$ cat config.mk
export PLATFORM = sky130hd
export DESIGN_NAME = knps_ctrl
export DESIGN_NICKNAME = d
export VERILOG_FILES = /design/src/sv/knps_pkg.sv /design/src/sv/knps_ctrl.sv
export SDC_FILE = /design/constraint.sdc
export NUM_CORES = 1
export LEC_CHECK = 0
export ABC_AREA = 1
export BUFFER_PORTS_ARGS = -buffer_cell sky130_fd_sc_hd__buf_4
export CAP_MARGIN = 20
export CELL_PAD_IN_SITES_DETAIL_PLACEMENT = 0
export CELL_PAD_IN_SITES_GLOBAL_PLACEMENT = 2
export CORE_ASPECT_RATIO = 0.5
export CORE_MARGIN = 3
export CORE_UTILIZATION = 23
export DETAILED_ROUTE_END_ITERATION = 16
export HOLD_SLACK_MARGIN = 0.08
export PLACE_DENSITY_LB_ADDON = 0.1
export SLEW_MARGIN = 20
export SYNTH_ARGS = -nofsm -noshare
export SYNTH_HDL_FRONTEND = slang
export SYNTH_SLANG_ARGS = --single-unit
$ cat constraint.sdc
create_clock -name i_clk -period 1.5 [get_ports i_clk]
set_input_delay 0.075 -clock i_clk [delete_from_list [all_inputs] [get_ports i_clk]]
set_output_delay 0.075 -clock i_clk [all_outputs]
set_load 0.05 [all_outputs]
$ cat src/sv/knps_pkg.sv
`timescale 1ns / 1ps
// ----------------------------------------------------------------------------
// knps_pkg
// Shared types and constants of the k-nearest point selector.
// ----------------------------------------------------------------------------
package knps_pkg;

    localparam int K_MAX_DEF      = 16;
    localparam int COORD_BITS_DEF = 24;
    localparam int ID_BITS_DEF    = 16;

    localparam int RANK_W     = 4;
    localparam int NC_W       = 5;
    localparam int CFG_ADDR_W = 2;

    localparam logic [CFG_ADDR_W-1:0] CFG_QUERY_X        = 2'd0;
    localparam logic [CFG_ADDR_W-1:0] CFG_QUERY_Y        = 2'd1;
    localparam logic [CFG_ADDR_W-1:0] CFG_QUERY_Z        = 2'd2;
    localparam logic [CFG_ADDR_W-1:0] CFG_NEIGHBOR_COUNT = 2'd3;

    localparam logic [NC_W-1:0] NC_RESET = 5'd1;

    typedef enum logic [1:0] {
        ST_RUN,
        ST_COUNT,
        ST_EMIT
    } t_state;

    typedef struct packed {
        logic              in_open;
        logic              shift_out;
        logic              clear_held;
        logic              out_load;
        logic              out_found;
        logic              out_last;
        logic [RANK_W-1:0] out_rank;
    } t_dp_cmd;

    typedef struct packed {
        logic            end_pending;
        logic            end_insert;
        logic            out_free;
        logic [NC_W-1:0] nc;
    } t_dp_sts;

endpackage

$ cat src/sv/knps_ctrl.sv
`timescale 1ns / 1ps
// ----------------------------------------------------------------------------
// knps_ctrl
// Sequencer: opens the input, sizes the report and steps out the beats.
// ----------------------------------------------------------------------------
module knps_ctrl
    import knps_pkg::*;
#(
    parameter int K_MAX  = K_MAX_DEF,
    localparam int CNT_W = $clog2(K_MAX + 1),
    localparam int CMP_W = (CNT_W > NC_W) ? CNT_W : NC_W
) (
    input  logic             i_clk,
    input  logic             i_rst_n,
    input  t_dp_sts          i_sts,
    input  logic [CNT_W-1:0] i_held,
    output t_dp_cmd          o_cmd
);

    t_state           r_state, n_state;
    logic [CNT_W-1:0] r_count, n_count;
    logic [CNT_W-1:0] r_rank,  n_rank;
    logic [CMP_W-1:0] w_sat;
    logic [CMP_W-1:0] w_min;
    logic             w_last;

    // report size: count saturated to the list depth, then to what is held
    always_comb begin
        w_sat  = (CMP_W'(i_sts.nc) > CMP_W'(K_MAX)) ? CMP_W'(K_MAX) : CMP_W'(i_sts.nc);
        w_min  = (w_sat > CMP_W'(i_held)) ? CMP_W'(i_held) : w_sat;
        w_last = (r_rank + CNT_W'(1)) == r_count;
    end

    always_comb begin
        n_state = r_state;
        case (r_state)
            ST_RUN: begin
                if (i_sts.end_insert) n_state = ST_COUNT;
            end
            ST_COUNT: begin
                n_state = ST_EMIT;
            end
            ST_EMIT: begin
                if (i_sts.out_free && ((r_count == '0) || w_last)) n_state = ST_RUN;
            end
            default: n_state = ST_RUN;
        endcase
    end

    always_comb begin
        n_count = r_count;
        n_rank  = r_rank;
        if (r_state == ST_COUNT) begin
            n_count = CNT_W'(w_min);
            n_rank  = '0;
        end else if ((r_state == ST_EMIT) && i_sts.out_free && !w_last) begin
            n_rank  = r_rank + CNT_W'(1);
        end
    end

    always_comb begin
        o_cmd = '0;
        case (r_state)
            ST_RUN: begin
                o_cmd.in_open = 1'b1;
            end
            ST_COUNT: begin
                o_cmd.in_open = 1'b0;
            end
            ST_EMIT: begin
                if (i_sts.out_free) begin
                    o_cmd.out_load = 1'b1;
                    if (r_count == '0) begin
                        o_cmd.out_last   = 1'b1;
                        o_cmd.clear_held = 1'b1;
                    end else begin
                        o_cmd.out_found  = 1'b1;
                        o_cmd.out_rank   = RANK_W'(r_rank);
                        o_cmd.out_last   = w_last;
                        o_cmd.shift_out  = 1'b1;
                        o_cmd.clear_held = w_last;
                    end
                end
            end
            default: o_cmd = '0;
        endcase
    end

    always_ff @(posedge i_clk) begin
        if (!i_rst_n) begin
            r_state <= ST_RUN;
            r_count <= '0;
            r_rank  <= '0;
        end else begin
            r_state <= n_state;
            r_count <= n_count;
            r_rank  <= n_rank;
        end
    end

endmodule

# [Word-level counts from Yosys, hierarchy flattened]
# Index checks and enable logic that the tools add are counted.
[totals] inputBits=15 output_inout_bits=10 regBits=12 word_cells=32
[op_classes] mux=11 reduce_logical=9 n_bitwise=1 magnitude_cmp=2 n_addsub=1 n_eq_ne=5
[op_table] operator="9-bit 2-to-1 mux" n=2
[op_table] operator="5-bit 2-to-1 mux" n=2
[op_table] operator="2-bit case mux with 3 select lines" n=1
[op_table] operator="5-bit by 1-bit adder with 5-bit output, second input constant" n=1
[op_table] operator="5-bit equality test" n=1
[op_table] operator="5-bit > comparator" n=1
[op_table] operator="5-bit > comparator, second input constant" n=1
[op_table] operator="5-bit zero test" n=1
[op_table] operator="2-bit 2-to-1 mux" n=2
[op_table] operator="4-bit 2-to-1 mux" n=1
[op_table] operator="2-bit inequality test, second input constant" n=2
[op_table] operator="1-bit logical AND" n=3
[op_table] operator="1-bit 2-to-1 mux" n=3
[op_table] operator="2-bit by 1-bit equality test with 1-bit output, second input constant" n=1
[op_table] operator="2-bit equality test, second input constant" n=1
[op_table] operator="2-bit zero test" n=1
[op_table] operator="2-bit AND reduction" n=1
[op_table] operator="2-bit OR reduction" n=1
[op_table] operator="1-bit zero test" n=1
[op_table] operator="1-bit logical OR" n=1
[op_table] operator="1-bit inverter" n=1

# [Depth between registers and ports, before layout]
# Gate-level depths: netlist (run 1).
[logic_depth] ltp_word=6 ltp_mapped=14 depth_no_buf=14

# [Worst setup path after synthesis (run 1)]
# No wires, ideal clock.
[synth_path] path_type="reg2out" from="register r_state[0]" to="output port o_cmd[0] in the netlist's numbering" t_arrival_ps=2316 setup_slack_ps=-891 path_stages_with_launch=6 path_buffers=0 t_required_ps=1425 cell_sequence="dfxtp_1 inv_1 nand2_1 nor2_1 nand2_1 nor2_1"
[synth_lines] item="start: declaration" line_no="knps_ctrl.sv:20" text="t_state r_state, n_state;"
[synth_lines] item="start signal: assignment" line_no="knps_ctrl.sv:95" text="r_state <= n_state;"
[synth_lines] item="end: declaration" line_no="knps_ctrl.sv:17" text="output t_dp_cmd o_cmd"

==> results of run 1 <==
worst max-delay path by stage:
stage,to,slack [ns]
2_1_floorplan,o_cmd[7],-0.26
3_3_place_gp,r_count[4]$_SDFFE_PN0P_,-0.27
3_5_place_dp,r_count[4]$_SDFFE_PN0P_,-0.33
4_1_cts,o_cmd[7],-0.28
5_1_grt,o_cmd[4],-0.39
6_report,o_cmd[4],-0.26
cells by family after synthesis:
| family | Yosys count |
|---|---|
| xor gates and xnor gates | 2 |
| DFF | 12 |
| AOI/OAI and AO/OA | 12 |
| adders and majority gates | 6 |
| buffers and inverters | 29 |
| and+or+nand+nor | 94 |
registers in the layout (all words and copies together), names as in the netlist:
name and flops:
r_count 5, r_rank 5, r_state 2
per-layer routing:
layer  vias up  track usage (%)  routed length, µm
li1        592                -                  -
met1       445             14.9               1340
met2        21             19.1               1170
met3         0             3.82                134
met4         0             3.54                  0
met5         -                0                  0
synth_stat cells, drive strengths merged:
| library cell | n | area [µm²] |
|---|---|---|
| a21oi | 5 | 28.8 |
| o211ai | 1 | 7.51 |
| dfxtp | 12 | 240 |
| nand3 | 17 | 97.6 |
| buf | 4 | 30.0 |
| inv | 25 | 93.8 |
| o21ai | 6 | 30.0 |
| nor2 | 25 | 96.4 |
| ha | 6 | 75.1 |
| xor2 | 1 | 8.76 |
| xnor2 | 1 | 8.76 |
| nor3 | 1 | 5.00 |
| nand2 | 48 | 190 |
| nand4 | 3 | 18.8 |
power by group through the flow:
stage / Sequential (mW) / Combinational [mW] / Clock (mW)
6_report: 0.355 / 0.427 / 0.360
5_1_grt: 0.358 / 0.470 / 0.390
4_1_cts: 0.353 / 0.372 / 0.373
3_5_place_dp: 0.358 / 0.297 / 0
3_3_place_gp: 0.358 / 0.299 / 0
2_1_floorplan: 0.355 / 0.193 / 0
repair_timing:
| action | in CTS | in global routing |
|---|---|---|
| cloned | 0 | 0 |
| pin swaps | 19 | 23 |
| resized for setup | 20 | 38 |
| buffers inserted | 11 | 3 |
| hold buffers | 2 | 0 |
| hold endpoints to repair | 2 | 0 |
| setup endpoints to repair | 18 | 19 |
area by class of cell:
class,instances,area (µm²),share of cell area (%)
multi-input combinational,114,803,46.7
timing repair buffer,54,452,26.2
sequential,12,250,14.5
inverter,25,97.6,5.67
tap,51,63.8,3.71
clock buffer,4,55.1,3.20
worst reg2reg max path: stages, from the launching register on:
cell and delay, ns:
dfxtp_4 0.35, ha_4 0.27, xnor2_2 0.10, nand2_1 0.10, nor2_4 0.11, nand3_4 0.09, nand2_4 0.08, nand2_4 0.05
buf_4 0.13, buf_6 0.10, buf_6 0.10, nand2_4 0.04, nand2_2 0.04
==> impl_metrics.yaml, run 1 <==
drt:
  drt_first_pass_iters: 4
  vias_per_cell: 4.07
  vias: 1058
  antenna_left: 0
  drt-initial-drc-count: 13
  drt_wl_total_um: 2650
  avgRoutedWirePerCell_um: 10.2
  drc: 0
finish:
  drive_above_1_share_pct: 53.1
  syn2layout_area_growth_pct: 84.9
  layoutNonFillerInstCount: 260
  layout_common_cells: "buf_4 (44), nand2_1 (30), inv_1 (20), nor2_1 (15), nand2_2 (12)"
  final_common_cell: "buf_4"
  antenna_cells: 0
  final_area_mm2: 0.00172
  fill_cells: 380
  utilization_pct: 47.0
  final_nets: 231
power:
  pwr-share-seq_pct: 31.1
  power_frac_comb_pct: 37.4
  ir_worst_vdd_mv: 0.258
  clock_power_share_pct: 31.5
  power_switching_uw: 370
  switching_share_pct: 32.4
  leakage_nw: 0.808
  cellPowerDensity_mw_per_mm2: 663
  p_int_uw: 772
  power.total_mw: 1.14
outcome:
  violations: "negative setup slack"
  outcome: "finished, violations left"
floorplan:
  design.portCount: 25
  die_h_um: 51.0
  core_mm2: 0.00366
  initial_utilization_pct: 25.4
  die_w_um: 96.0
  num_rows: 15
  dieArea_mm2: 0.00489
timing:
  fin_crit_ns: 1.76
  finalSetupTns_ns: -0.764
  slew_violations: 0
  fin_hold_ws_ns: 0.102
  hold_viol: 0
  max_freq_mhz: 567
  rsz0062_at_grt: "true"
  slew_headroom_pct: 79.8
  fin_ws_ns: -0.264
  fin_skew_ns: 0.000756
  fin_crit_sh_pct: 118
  finalSetupViolations: 7
  worst_pin_slew_ns: 0.301
worst_setup_path:
  arrival_ns: 1.69
  cpMaxStageDelayCell: "dfxtp_4"
  cp_top_family: "simple AND/OR/NAND/NOR gates"
  cp.depth: 9
  critPathKind: "flop to output port"
  cp-startpoint: "r_rank[0]$_SDFFE_PP0P_"
  cpPeakStageDelay_ns: 0.35
  r2r_setup_slack_ns: -0.17
  cp-end-kind: "output port"
  worst-r2r-cell-count: 12
  cp_num_buf_inv: 1
  cp_data_required_time_ns: 1.42
  rr_endpoint: "r_state[1]$_SDFFE_PN0P_"
  rr_startpoint: "r_rank[0]$_SDFFE_PP0P_"
  path_cells: "ha_4 -> xnor2_2 -> nand2_1 -> nor2_4 -> nand3_4 -> nand2_4 -> nand2_4 -> nor2_4 -> buf_8"
  cp_max_fo: 2
  start_kind: "flop"
place:
  port_buffers: 23
  gp_congestion: 0.751
  place_ws_ns: -0.334
  dp_hpwl_um: 2020
  postPlaceCellArea_mm2: 0.00135
  dp.cells: 243
clocking:
  htreeDepth: 1
  cts-buffers-inserted: 3
  clock_latency_ns: 0.24
  cts.sinks: 12
  cts.clk_slew.worst_paths_ns: 0.06
  ctsLongestPathBuffers: 2
  cts-root-buf: "clkbuf_8"
  cts_tree: "built"
synth:
  ys_seq_area_share_pct: 25.8
  ys_types: 21
  synthXorXnorAreaFrac_pct: 1.88
  yosys_warnings: 0
  synth_top_family_by_area: "simple AND/OR/NAND/NOR gates"
  synth.mux.area_fraction_pct: 0
  avgSynthCellArea_um2: 6.01
  ys_ff_latch: 12
  netlist_area_um2: 931
  synthCells: 155
  syn_nets: 176
  synth-simple-area-share_pct: 43.8
  synth_compound_area_share_pct: 7.12
  synth_fa_ha_area_share_pct: 8.06
grt:
  grt_max_degree: 9
  antenna_found_initial: 0
  grtUsageTotal_pct: 11.8
  grt_overflow_total: 0
  grt_pass1_wl_um: 4400
  grt_pass1_vias: 1025
min_path:
  hold_path.class: "primary input to flop"
  min_path_cells: 3
  hp-start: "i_held[0]"
  hold_end: "r_count[0]$_SDFFE_PN0P_"
run:
  maxCapViolCount: 0
Power figures use the tool's default switching activity.
==> inputs of run 2 (changes only) <==
- CAP_MARGIN: 20 -> 0
- PLACE_DENSITY: default -> 0.84
- PLACE_DENSITY_LB_ADDON: 0.1 -> default
==> impl_metrics.yaml, run 2 (synthesis gave the netlist of run 1 again) <==
outcome:
  outcome: "finished, violations left"
  violations: "negative setup slack"
clocking:
  cts_tree: "built"
  cts.sinks: 12
  cts.clk_slew.worst_paths_ns: 0.05
  ctsLongestPathBuffers: 2
  htreeDepth: 1
  clock_latency_ns: 0.24
  cts-buffers-inserted: 3
  cts-root-buf: "clkbuf_8"
place:
  port_buffers: 23
  dp_hpwl_um: 1920
  dp.cells: 240
  gp_congestion: 0.799
worst_setup_path:
  rr_startpoint: "r_rank[0]$_SDFFE_PP0P_"
  cp_data_required_time_ns: 1.42
  arrival_ns: 1.68
  r2r_setup_slack_ns: -0.11
  worst-r2r-cell-count: 11
  cp_max_fo: 2
  start_kind: "flop"
  rr_endpoint: "r_state[1]$_SDFFE_PN0P_"
  critPathKind: "flop to output port"
  cp-end-kind: "output port"
timing:
  max_freq_mhz: 568
  fin_ws_ns: -0.259
  slew_violations: 0
  fin_hold_ws_ns: 0.104
  rsz0062_at_grt: "true"
  fin_crit_ns: 1.76
  hold_viol: 0
  slew_headroom_pct: 73.6
  finalSetupViolations: 7
  fin_skew_ns: 0.00174
  fin_crit_sh_pct: 117
  worst_pin_slew_ns: 0.394
floorplan:
  design.portCount: 25
  die_h_um: 51.0
  initial_utilization_pct: 25.4
  num_rows: 15
  die_w_um: 96.0
  core_mm2: 0.00366
  dieArea_mm2: 0.00489
finish:
  reg_top3: "r_count (5), r_rank (5), r_state (2)"
  fill_cells: 383
  layoutNonFillerInstCount: 260
  syn2layout_area_growth_pct: 80.1
  layout_common_cells: "buf_4 (46), nand2_1 (32), inv_1 (19), nor2_1 (16), nand3_1 (13)"
  drive_above_1_share_pct: 50.2
  final_common_cell: "buf_4"
  antenna_cells: 0
  final_nets: 231
grt:
  antenna_found_initial: 0
  grtUsageTotal_pct: 11.2
  grt_pass1_vias: 972
  grt_max_degree: 9
  grt_overflow_total: 0
  grt_pass1_wl_um: 4200
drt:
  drt_first_pass_iters: 4
  vias: 1080
  vias_per_cell: 4.15
  drc: 0
  antenna_left: 0
  drt_wl_total_um: 2580
  drt-initial-drc-count: 36
  avgRoutedWirePerCell_um: 9.92
min_path:
  hold_end: "r_count[0]$_SDFFE_PN0P_"
  hp-start: "i_held[0]"
  hold_path.class: "primary input to flop"
  min_path_cells: 3
power:
  ir_worst_vdd_mv: 0.192
  leakage_nw: 0.786
  cellPowerDensity_mw_per_mm2: 657
run:
  maxCapViolCount: 0
==> run 2: cell counts in the layout (fill, tap and decap cells not counted) <==
No cell type changed its count.
==> run 2: critical path, stage by stage (launching register included) <==
cell and delay [ns]:
dfxtp_4 0.35, ha_4 0.27, xnor2_2 0.10, nand2_1 0.07, nor2_2 0.15, nand3_4 0.08
nand2_2 0.08, nand2_2 0.06, nor2_4 0.12, buf_8 0.16
==> run 2: timing repair <==
item / CTS / global route
pin swaps: 22 / 15
hold buffers: 2 / 0
setup buffers: 14 / 1
resized for setup: 22 / 25
hold endpoints to repair: 2 / 0
setup endpoints to repair: 17 / 16
==> run 2: final cells by class <==
class / count / area (µm²) / share of cell area, %
well taps: 51 / 63.8 / 3.81
flip-flops and latches: 12 / 248 / 14.8
repair buffers: 54 / 444 / 26.5
clock buffers: 4 / 55.1 / 3.28
inverters: 25 / 97.6 / 5.82
multi-input cells: 114 / 768 / 45.8
==> run 2: how the worst max path moves through the flow <==
stage,startpoint,endpoint,slack (ns),depth (start not counted)
after global placement,i_sts[1],r_count[4]$_SDFFE_PN0P_,-0.25,12
after detailed placement,i_sts[1],r_count[4]$_SDFFE_PN0P_,-0.28,12
after global routing,r_rank[0]$_SDFFE_PP0P_,o_cmd[4],-0.35,9
after floorplan,r_rank[0]$_SDFFE_PP0P_,o_cmd[7],-0.26,9
after CTS,r_rank[0]$_SDFFE_PP0P_,o_cmd[7],-0.28,9
final,r_rank[0]$_SDFFE_PP0P_,o_cmd[4],-0.26,9
==> run 2: metrics by stage <==
stage	utilization (%)	TNS [ns]	total power, mW	area (µm²)	setup slack, ns
after floorplan	-	-0.803	0.548	1010	-0.256
after detailed placement	36.1	-1.58	0.650	1320	-0.285
after global placement	36.1	-1.27	0.648	1320	-0.248
after global routing	45.8	-1.99	1.18	1680	-0.349
final	45.8	-0.762	1.10	1680	-0.259
after CTS	43.1	-0.856	1.07	1580	-0.281
==> run 2: where the power goes <==
part | total (mW) | internal, mW | switching (mW)
registers | 0.355 | 0.337 | 0.0177
clock network | 0.346 | 0.231 | 0.114
logic | 0.401 | 0.190 | 0.210
total | 1.10 | 0.759 | 0.342
==> run 2: per-layer routing <==
| layer | up-vias | share of wire [%] | track usage [%] |
|---|---|---|---|
| li1 | 588 | - | - |
| met1 | 470 | 47 | 13.9 |
| met2 | 20 | 48 | 18.6 |
| met3 | 2 | 4.2 | 3.53 |
| met4 | 0 | 0.54 | 2.83 |
| met5 | - | 0 | 0 |
==> inputs of run 3 (changes only) <==
- CORE_UTILIZATION: 23 -> 25
- CTS_BUF_LIST: default -> sky130_fd_sc_hd__clkbuf_4 sky130_fd_sc_hd__clkbuf_8
- PLACE_DENSITY: 0.84 -> 0.86
- clock period: 1.5 -> 2.24 ns (I/O delays scaled with it)
==> impl_metrics.yaml, run 3 (synthesis gave the netlist of run 1 again) <==
outcome:
  outcome: "complete, no violations"
timing:
  fin_crit_sh_pct: 90.3
  slew_headroom_pct: 62.4
  rsz0062_at_grt: "false"
  fin_crit_ns: 2.02
  finalSetupViolations: 0
  finalSetupTns_ns: 0
  worst_pin_slew_ns: 0.563
  slew_violations: 0
  hold_viol: 0
  max_freq_mhz: 494
  fin_skew_ns: 0.00435
power:
  p_int_uw: 405
  ir_worst_vdd_mv: 0.135
  switching_share_pct: 31.2
  leakage_nw: 0.612
  clock_power_share_pct: 32.8
  power_frac_comb_pct: 27.0
  power_switching_uw: 183
  pwr-share-seq_pct: 40.2
  cellPowerDensity_mw_per_mm2: 496
floorplan:
  die_h_um: 49.2
  die_w_um: 92.3
  core_mm2: 0.00328
  design.portCount: 25
  num_rows: 14
  dieArea_mm2: 0.00454
  initial_utilization_pct: 28.4
clocking:
  cts-root-buf: "clkbuf_8"
  cts.clk_slew.worst_paths_ns: 0.05
  post_cts_resized: 0
  hold_buffers: 0
  cts_tree: "built"
  cts-buffers-inserted: 3
  ctsLongestPathBuffers: 2
  clock_latency_ns: 0.24
  cts_setup_buffers: 0
  htreeDepth: 1
  cts.sinks: 12
drt:
  avgRoutedWirePerCell_um: 9.54
  antenna_left: 0
  vias_per_cell: 4.05
  drt-initial-drc-count: 23
  drt_wl_total_um: 2160
  vias: 916
  drt_first_pass_iters: 4
  drc: 0
finish:
  reg_top3: "r_count (5), r_rank (5), r_state (2)"
  fill_cells: 369
  layout_common_cells: "nand2_1 (46), buf_4 (24), inv_1 (23), nor2_1 (22), nand3_1 (16)"
  layoutNonFillerInstCount: 226
  final_common_cell: "nand2_1"
  final_nets: 201
  drive_above_1_share_pct: 20.2
  antenna_cells: 0
  syn2layout_area_growth_pct: 27.6
grt:
  grt_pass1_wl_um: 3740
  grtUsageTotal_pct: 10.2
  grt_pass1_vias: 845
  antenna_found_initial: 0
  grt_max_degree: 9
  grt_overflow_total: 0
worst_setup_path:
  arrival_ns: 1.91
  start_kind: "flop"
  cp-end-kind: "output port"
  cp_data_required_time_ns: 2.13
  cp_max_fo: 6
  critPathKind: "flop to output port"
place:
  gp_congestion: 0.757
  dp.cells: 223
  port_buffers: 23
  dp_hpwl_um: 1770
run:
  maxCapViolCount: 0
min_path:
  hold_path.class: "primary input to flop"
-- run 3: changes by cell type in the layout (fill, tap and decap cells not counted), sizes merged --
cell | before | now
buf | 52 | 24
dlygate4sd3 | 2 | 0
clkbuf | 4 | 3
clkinvlp | 1 | 0
inv | 24 | 25
-- run 3: per-stage QoR --
stage          util [%]  power (mW)  setup slack (ns)  hold slack, ns  area [µm²]
6_report           36.2       0.589             0.218          0.0942        1190
5_1_grt            36.2       0.633            0.0332           0.144        1190
4_1_cts            36.2       0.598             0.187          0.0962        1190
3_5_place_dp       35.0       0.402             0.153           0.342        1150
3_3_place_gp       35.0       0.402             0.169           0.328        1150
2_1_floorplan         -       0.357             0.101           0.233         936
-- run 3: power by group through the flow --
stage	clock (mW)	combinational, mW	sequential [mW]
2_1_floorplan	0	0.119	0.238
3_3_place_gp	0	0.161	0.241
3_5_place_dp	0	0.161	0.241
4_1_cts	0.200	0.162	0.237
5_1_grt	0.209	0.185	0.239
6_report	0.193	0.159	0.237
-- run 3: area by class of cell --
type	count	area, µm²	area share (%)
Clock buffer	3	41.3	3.48
Inverter	25	93.8	7.90
Multi-Input combinational cell	114	572	48.2
Sequential cell	12	240	20.2
Tap cell	48	60.1	5.06
Timing Repair Buffer	24	180	15.2
-- run 3: critical path, stage by stage (launching register included) --
cell,delay (ns)
dfxtp_1,0.39
ha_1,0.26
inv_1,0.05
nand2_1,0.09
nand2_1,0.07
nand2_1,0.06
nand2_1,0.05
nor2_2,0.12
nand3_4,0.12
nand2_1,0.08
nand2_1,0.07
nor2_2,0.10
buf_4,0.20
-- run 3: per-layer routing --
layer | wire length, µm | vias to the layer above | GRT usage, %
met4 | 16 | 0 | 2.22
met5 | 0 | - | 0
met3 | 93 | 2 | 3.54
met2 | 882 | 14 | 15.5
met1 | 1160 | 369 | 13.8
li1 | - | 531 | -
-- run 3: path summary, 6_finish.rpt --
check / depth (start not counted) / to / slack [ns] / from
setup / recovery: 12 / o_cmd[4] / 0.22 / r_rank[1]$_SDFFE_PP0P_
hold / removal: 3 / r_state[0]$_SDFFE_PN0P_ / 0.09 / i_sts[6]
setup reg to reg: 12 / r_rank[2]$_SDFFE_PP0P_ / 0.65 / r_rank[1]$_SDFFE_PP0P_
hold reg to reg: 2 / r_count[1]$_SDFFE_PN0P_ / 0.49 / r_count[1]$_SDFFE_PN0P_
